[config.mk]
export PLATFORM = sky130hd
export DESIGN_NAME = ppm_frame_decoder
export DESIGN_NICKNAME = d
export VERILOG_FILES = /design/src/rtl/core/ppmfd_pkg.sv /design/src/rtl/core/ppm_frame_decoder.sv
export SDC_FILE = /design/constraint.sdc
export NUM_CORES = 1
export LEC_CHECK = 0
export BUFFER_PORTS_ARGS = -buffer_cell sky130_fd_sc_hd__buf_2
export CAP_MARGIN = 20
export CELL_PAD_IN_SITES_DETAIL_PLACEMENT = 0
export CELL_PAD_IN_SITES_GLOBAL_PLACEMENT = 1
export CORE_AREA = 4 4 238 240
export DETAILED_ROUTE_END_ITERATION = 6
export DIE_AREA = 0 0 242 244
export GPL_TIMING_DRIVEN = 0
export PLACE_DENSITY = 0.75
export SYNTH_ARGS = -nofsm -noshare
export SYNTH_HDL_FRONTEND = slang
export SYNTH_SLANG_ARGS = --single-unit
[constraint.sdc]
create_clock -name clk -period 11 [get_ports clk]
set_input_delay 1.1 -clock clk [delete_from_list [all_inputs] [get_ports clk]]
set_output_delay 1.1 -clock clk [all_outputs]
set_load 0.03 [all_outputs]
[src/rtl/core/ppmfd_pkg.sv]
// Shared types and constants for the PPM frame decoder.
package ppmfd_pkg;

    localparam int MAX_CHANNELS = 8;
    localparam int CH_W         = 3;   // channel slot index field
    localparam int SLOT_W       = 4;   // slot counter, holds 0..MAX_CHANNELS
    localparam int TICK_W       = 16;
    localparam int GAIN_W       = 24;
    localparam int SPEED_W      = 16;
    localparam int FRAME_W      = 16;
    localparam int CFG_IDX_W    = 2;
    localparam int CFG_DATA_W   = 24;
    localparam int OUT_DATA_W   = 40;
    localparam int PROD_W       = TICK_W + 1 + GAIN_W;   // signed diff times unsigned gain
    localparam int SHIFT        = 8;

    localparam logic [CFG_IDX_W-1:0] REG_ENABLE = 2'd0;
    localparam logic [CFG_IDX_W-1:0] REG_SYNC   = 2'd1;
    localparam logic [CFG_IDX_W-1:0] REG_LOW    = 2'd2;
    localparam logic [CFG_IDX_W-1:0] REG_GAIN   = 2'd3;

    localparam logic [TICK_W-1:0] SYNC_RESET = 16'd2100;
    localparam logic [TICK_W-1:0] LOW_RESET  = 16'd500;
    localparam logic [GAIN_W-1:0] GAIN_RESET = 24'd2097;

    // one in Q4.12
    localparam int SPEED_OFFSET = 4096;

    typedef logic [TICK_W-1:0] tick_t;

endpackage

[src/rtl/core/ppm_frame_decoder.sv]
// PPM frame decoder: stores channel widths, emits scaled speeds on frame sync.
// Pulse beats are taken one per cycle while the decoder is collecting; each
// stored width goes into an 8-entry synchronous width memory. A sync pulse
// that closes a frame with at least one channel starts an emission pass: the
// memory is read one slot per cycle while the output is not stalled, and
// each width runs through a two-stage scale pipeline (multiply, then shift,
// offset and saturate) to give the eight result beats of a frame. Input
// beats are held off from the sync beat until the last slot has reached the
// output register. Slots not refreshed in a frame report their previous
// width, or zero after reset. Configuration is written through
// cfg_we/cfg_index/cfg_data.
module ppm_frame_decoder (
    input  logic                                  clk,
    input  logic                                  rst_n,
    input  logic                                  cfg_we,
    input  logic [ppmfd_pkg::CFG_IDX_W-1:0]       cfg_index,
    input  logic [ppmfd_pkg::CFG_DATA_W-1:0]      cfg_data,
    input  logic                                  s_axis_tvalid,
    output logic                                  s_axis_tready,
    input  logic [ppmfd_pkg::TICK_W-1:0]          s_axis_tdata,   // [15:0] pulse_ticks
    input  logic                                  s_axis_tuser,   // [0] is_period
    output logic                                  m_axis_tvalid,
    input  logic                                  m_axis_tready,
    // [2:0] channel, [18:3] speed, [22:19] channels_seen, [38:23] frame_count, [39] zero
    output logic [ppmfd_pkg::OUT_DATA_W-1:0]      m_axis_tdata,
    output logic                                  m_axis_tlast
);

    localparam logic ST_IDLE = 1'b0;
    localparam logic ST_EMIT = 1'b1;

    // configuration
    logic                              enable_reg;
    ppmfd_pkg::tick_t                  sync_ticks_reg;
    ppmfd_pkg::tick_t                  low_ticks_reg;
    logic [ppmfd_pkg::GAIN_W-1:0]      gain_reg;

    // control
    logic                              state_reg;
    logic [ppmfd_pkg::SLOT_W-1:0]      slot_index_reg;
    logic [ppmfd_pkg::FRAME_W-1:0]     frames_done_reg;
    logic [ppmfd_pkg::SLOT_W-1:0]      seen_reg;
    logic [ppmfd_pkg::CH_W-1:0]        rd_cnt_reg;
    logic [ppmfd_pkg::MAX_CHANNELS-1:0] valid_reg;

    // width memory
    ppmfd_pkg::tick_t                  mem [ppmfd_pkg::MAX_CHANNELS];
    ppmfd_pkg::tick_t                  rdata_reg;

    // pipeline
    logic                              s1_valid_reg;
    logic                              s1_wvalid_reg;
    logic [ppmfd_pkg::CH_W-1:0]        s1_ch_reg;
    logic                              s1_last_reg;
    logic                              s2_valid_reg;
    logic [ppmfd_pkg::CH_W-1:0]        s2_ch_reg;
    logic                              s2_last_reg;
    logic signed [ppmfd_pkg::PROD_W-1:0] prod_reg;

    logic                              out_valid_reg;
    logic [ppmfd_pkg::CH_W-1:0]        out_ch_reg;
    logic [ppmfd_pkg::SPEED_W-1:0]     out_speed_reg;
    logic [ppmfd_pkg::SLOT_W-1:0]      out_seen_reg;
    logic [ppmfd_pkg::FRAME_W-1:0]     out_frame_reg;
    logic                              out_last_reg;

    logic                              advance;
    logic                              accept;
    logic                              is_sync;
    logic                              frame_end;
    logic                              store_wr;
    logic                              issue;
    ppmfd_pkg::tick_t                  width;
    logic signed [ppmfd_pkg::TICK_W:0] diff;
    // |diff * gain| stays below 2^40, so PROD_W bits hold it exactly
    logic signed [ppmfd_pkg::PROD_W-1:0] prod_full;
    logic signed [ppmfd_pkg::PROD_W-ppmfd_pkg::SHIFT-1:0] scaled;
    logic signed [ppmfd_pkg::PROD_W-ppmfd_pkg::SHIFT:0]   offset;
    logic [ppmfd_pkg::SPEED_W-1:0]     speed_sat;

    // whole pipeline moves together; stalls when the output register is held
    assign advance   = !out_valid_reg || m_axis_tready;
    assign s_axis_tready = (state_reg == ST_IDLE) && !s1_valid_reg && !s2_valid_reg;
    assign accept    = s_axis_tvalid && s_axis_tready;
    assign is_sync   = s_axis_tdata > sync_ticks_reg;
    assign frame_end = accept && enable_reg && !s_axis_tuser && is_sync
                       && (slot_index_reg != '0);
    assign store_wr  = accept && enable_reg && !s_axis_tuser && !is_sync
                       && (slot_index_reg < ppmfd_pkg::SLOT_W'(ppmfd_pkg::MAX_CHANNELS));
    assign issue     = (state_reg == ST_EMIT) && advance;

    // no read/write overlap: writes only while collecting, reads only while emitting
    always_ff @(posedge clk)
    begin
        if (store_wr)
        begin
            mem[slot_index_reg[ppmfd_pkg::CH_W-1:0]] <= s_axis_tdata;
        end
        if (issue)
        begin
            rdata_reg <= mem[rd_cnt_reg];
        end
    end

    always_comb
    begin
        width     = s1_wvalid_reg ? rdata_reg : '0;
        diff      = $signed({1'b0, width}) - $signed({1'b0, low_ticks_reg});
        prod_full = diff * $signed({1'b0, gain_reg});
        // arithmetic shift gives floor division
        scaled    = (ppmfd_pkg::PROD_W-ppmfd_pkg::SHIFT)'(prod_reg >>> ppmfd_pkg::SHIFT);
        offset    = $signed({scaled[$high(scaled)], scaled})
                    - (ppmfd_pkg::PROD_W-ppmfd_pkg::SHIFT+1)'(ppmfd_pkg::SPEED_OFFSET);
        if (offset > (ppmfd_pkg::PROD_W-ppmfd_pkg::SHIFT+1)'(32767))
        begin
            speed_sat = 16'h7FFF;
        end
        else if (offset < -(ppmfd_pkg::PROD_W-ppmfd_pkg::SHIFT+1)'(32768))
        begin
            speed_sat = 16'h8000;
        end
        else
        begin
            speed_sat = offset[ppmfd_pkg::SPEED_W-1:0];
        end
    end

    always_ff @(posedge clk or negedge rst_n)
    begin
        if (!rst_n)
        begin
            enable_reg      <= 1'b0;
            sync_ticks_reg  <= ppmfd_pkg::SYNC_RESET;
            low_ticks_reg   <= ppmfd_pkg::LOW_RESET;
            gain_reg        <= ppmfd_pkg::GAIN_RESET;
            state_reg       <= ST_IDLE;
            slot_index_reg  <= '0;
            frames_done_reg <= '0;
            seen_reg        <= '0;
            rd_cnt_reg      <= '0;
            valid_reg       <= '0;
            s1_valid_reg    <= 1'b0;
            s2_valid_reg    <= 1'b0;
            out_valid_reg   <= 1'b0;
        end
        else
        begin
            if (cfg_we)
            begin
                unique case (cfg_index)
                    ppmfd_pkg::REG_ENABLE: enable_reg     <= cfg_data[0];
                    ppmfd_pkg::REG_SYNC:   sync_ticks_reg <= cfg_data[ppmfd_pkg::TICK_W-1:0];
                    ppmfd_pkg::REG_LOW:    low_ticks_reg  <= cfg_data[ppmfd_pkg::TICK_W-1:0];
                    ppmfd_pkg::REG_GAIN:   gain_reg       <= cfg_data;
                    default: ;
                endcase
            end

            if (store_wr)
            begin
                valid_reg[slot_index_reg[ppmfd_pkg::CH_W-1:0]] <= 1'b1;
                slot_index_reg <= slot_index_reg + 1'b1;
            end

            unique case (state_reg)
                ST_IDLE:
                begin
                    if (frame_end)
                    begin
                        frames_done_reg <= frames_done_reg + 1'b1;
                        seen_reg        <= slot_index_reg;
                        slot_index_reg  <= '0;
                        rd_cnt_reg      <= '0;
                        state_reg       <= ST_EMIT;
                    end
                end
                ST_EMIT:
                begin
                    if (advance)
                    begin
                        if (rd_cnt_reg == ppmfd_pkg::CH_W'(ppmfd_pkg::MAX_CHANNELS - 1))
                        begin
                            state_reg <= ST_IDLE;
                        end
                        rd_cnt_reg <= rd_cnt_reg + 1'b1;
                    end
                end
                default: state_reg <= ST_IDLE;
            endcase

            if (advance)
            begin
                s1_valid_reg  <= issue;
                s2_valid_reg  <= s1_valid_reg;
                out_valid_reg <= s2_valid_reg;
            end
        end
    end

    // pipeline payload
    always_ff @(posedge clk)
    begin
        if (advance)
        begin
            s1_wvalid_reg <= valid_reg[rd_cnt_reg];
            s1_ch_reg     <= rd_cnt_reg;
            s1_last_reg   <= (rd_cnt_reg == ppmfd_pkg::CH_W'(ppmfd_pkg::MAX_CHANNELS - 1));
            prod_reg      <= prod_full;
            s2_ch_reg     <= s1_ch_reg;
            s2_last_reg   <= s1_last_reg;
            out_ch_reg    <= s2_ch_reg;
            out_last_reg  <= s2_last_reg;
            out_speed_reg <= speed_sat;
            out_seen_reg  <= seen_reg;
            out_frame_reg <= frames_done_reg;
        end
    end

    assign m_axis_tvalid = out_valid_reg;
    assign m_axis_tlast  = out_last_reg;
    assign m_axis_tdata  = {1'b0, out_frame_reg, out_seen_reg, out_speed_reg, out_ch_reg};

endmodule

==> summary.md <==
| Metric | Value |
|---|---|
| Layout cells sized above 1 | 0.1301 |
| Startpoint type of the worst setup path | register |
| # clock sinks | 322 |
| RSZ-0062 raised after global routing | false |
| Die H | 244 microns |
| Syn-to-layout area delta | 10.15% |
| Nature of the critical path endpoint | register |
| Initial antenna violation count | 0 |
| Ys async rst share | 0.2981 |
| DRT Wirelength | 65880 microns |
| Max Fclk | 0.09698 GHz |
| CP max-delay cell | nor3_2 |
| Outcome | finished clean |
| WP data arrival | 10.58 ns |
| TritonRoute pass-1 iters | 5 |
| Worst Tran Pin Value | 1.152 ns |
| H-tree Lvls | 2 |
| Clk_lat worst skew | 0.58 ns |
| Die width | 242 microns |
| First-pass GRT wire length | 104100 microns |
| CTS max path bufs | 3 |
| Core footprint | 54660 sq um |
| Max-slew violation count | 0 |
| Global placement routability congestion | 0.9156 |
| # IOs | 91 |
| ANT nets after route | 0 |
| Clk slew on worst S/H paths | 0.07 ns |
| Flop2flop setup slack | 0.69 ns |
| CTS tree | built |
| RR Endpoint | prod_reg[34] |
| Skew final | 0.03638 ns |
| Post-synthesis cell count | 2385 |
| Worst-path maximum fanout | 10 |
| R2R Path Start | s1_wvalid_reg |
| Yosys reg bits | 322 |
| Hold WC Path Type | register to register |
| Sequential-to-total area share from yosys stat | 0.3419 |
| Final Setup Violations | 0 |
| Remaining global-route overflow | 0 |
| Max reg flops | 128 |
| Vias | 17500 |
| Max-Cap Viols | 0 |
| Fin nets | 3083 |
| Die area | 59050 sq um |
| DR WL/cell | 20.19 microns |
| Starting density of the core | 0.4926 |
| Relative slew slack | 0.2294 |
| Total GRT Usage | 0.2259 |
| Tcrit/Tclk final | 0.9374 |
| HP Start | s2_ch_reg[1] |
| CTS Hold Bufs | 0 |
| Syn avg cell area | 11.29 sq um |
| Fillcell total | 4778 |
| Min Clock Period, post-route | 10.31 ns |
| Post-synth cell types | 78 |
| Synth warn | 0 |
| Post-cts sizing count | 0 |
| TritonCTS Buffers | 36 |
| Mapped Nets | 2937 |
| Count of final hold-check violations | 0 |
| Clk root buf | clkbuf_16 |
| WP data required | 11.27 ns |
| Worst r2r path cells | 28 |
| FP Rows | 86 |
| Post-CTS Setup Bufs | 0 |
| Most common cell on crit path | fa_1 |
| Number of flops mapped to enable cells by yosys | 226 |
| Antenna Cells | 0 |
| DRC | 0 |
| PortBufs | 89 |
| Initial drt markers | 1145 |
| DR vias/cell | 5.363 |
| CP peak stage delay | 0.74 ns |
| Mapped Area | 26930 sq um |
| Hold Crit Endpoint | out_ch_reg[1] |
| Pin count of the biggest net entering global routing | 69 |
| Hold Crit Depth | 0 |
| Post-synth top flop | edfxtp_1 |
| DP HPWL | 53050 microns |
| Number of global-route vias before repair | 18510 |
| Critical path class | register to register |
| Setup_tns | 0 ns |
cell usage after synthesis (8+ instances only):
master,instances,area share
o21ai_0,27,0.0050
dfstp_2,14,0.014
fa_1,329,0.24
nor2_1,62,0.0086
nand2b_1,8,0.0019
o21a_1,22,0.0061
xor2_1,26,0.0085
clkbuf_1,81,0.011
nor3_1,22,0.0041
a21o_1,26,0.0072
nand4_1,14,0.0033
mux4_2,34,0.028
dfrtp_1,82,0.076
nor2b_1,56,0.013
nand3_1,18,0.0033
nor3b_1,20,0.0056
ha_1,175,0.081
xnor2_1,38,0.012
edfxtp_1,226,0.25
nand2_1,268,0.037
nor4_1,18,0.0042
or2_2,15,0.0035
a21oi_1,50,0.0093
inv_1,430,0.060
and2_1,125,0.029
mux2_2,80,0.033
routing by layer:
layer  track usage  vias up  routed length, microns
met5             0        -                       0
met4       0.08195        0                    2581
met3       0.03739      118                    3714
met2        0.3840      485                   32080
met1        0.2953     8869                   27500
li1              -     8027                       -
layout by cell type, fill, tap and decap left out, types with 5 or more instances in the layout:
cell and count:
dfstp_2 14, or3b_2 7, edfxtp_1 226, clkinv_1 9
o21ai_0 27, nand2b_1 7, mux2_2 80, nand4_1 14
and2_1 125, xor2_1 26, clkbuf_16 37, buf_1 7
nor4_1 10, nor3b_1 20, a21oi_1 50, nor2b_1 56
nand2_1 268, mux4_2 34, and3_1 6, a31oi_1 5
dfrtp_1 82, ha_1 175, nor2_1 62, a21o_1 26
fa_1 329, xnor2_1 38, clkbuf_1 89, nor3_1 21
nand3b_1 7, buf_4 17, o21a_1 22, nor4_2 10
nand3_1 18, or2_2 15, inv_1 430, o211ai_1 5
buf_2 89, o21ai_1 5
area by class of cell:
class / count / area [sq um] / share of cell area
Inverter: 430 / 1614 / 0.05442
Clock inverter: 20 / 183.9 / 0.006201
Tap cell: 704 / 880.8 / 0.02970
Sequential cell: 322 / 9206 / 0.3104
Multi-Input combinational cell: 1540 / 15790 / 0.5325
Timing Repair Buffer: 108 / 635.6 / 0.02143
Buffer: 93 / 375.4 / 0.01266
Clock buffer: 46 / 969.7 / 0.03269
worst max-delay path: cells and delay by family (launching register included):
kind,cells,cell delay (ns)
adder cells (fa/ha/maj),9,4.26
AO/OA/AOI/OAI,9,2.80
AND/OR/NAND/NOR,6,1.47
buffers and inverters,4,0.99
flip-flops,1,0.48
per-stage QoR:
stage | worst slack, ns | area [sq um] | std cells | utilization | hold WS (ns)
4_1_cts | 0.5654 | 29660 | 3263 | 0.5426 | 0.4112
5_1_grt | 0.1241 | 29660 | 3263 | 0.5426 | 0.4172
3_5_place_dp | 0.6006 | 28500 | 3197 | 0.5215 | 0.4056
6_report | 0.6891 | 29660 | 3263 | 0.5426 | 0.4042
3_3_place_gp | 0.2994 | 28250 | 3178 | 0.5168 | 0.4047
2_1_floorplan | 2.575 | 26930 | 2385 | - | 0.4003
worst max path at each step:
stage,startpoint,endpoint,slack (ns),cells after the start
2_1_floorplan,s1_wvalid_reg,prod_reg[34],2.57,28
3_3_place_gp,s1_wvalid_reg,prod_reg[34],0.30,28
3_5_place_dp,s1_wvalid_reg,prod_reg[34],0.60,28
4_1_cts,s1_wvalid_reg,prod_reg[34],0.57,28
5_1_grt,s1_wvalid_reg,prod_reg[34],0.12,28
6_report,s1_wvalid_reg,prod_reg[34],0.69,28
cell families (layout without fill, tap and decap cells):
logic type | after synthesis | after routing | share of synthesized area
muxes | 117 | 117 | 0.06310
xor gates and xnor gates | 64 | 64 | 0.02082
and+or+nand+nor | 669 | 669 | 0.1274
other | 1 | 1 | 0.0001393
AOI/OAI and AO/OA | 185 | 185 | 0.04684
buffers and inverters | 523 | 697 | 0.07388
DFF | 322 | 322 | 0.3419
adders and majority gates | 504 | 504 | 0.3259
Power is not shown: default switching activity piles up to over one toggle a cycle in this logic, so the estimate is an artifact.
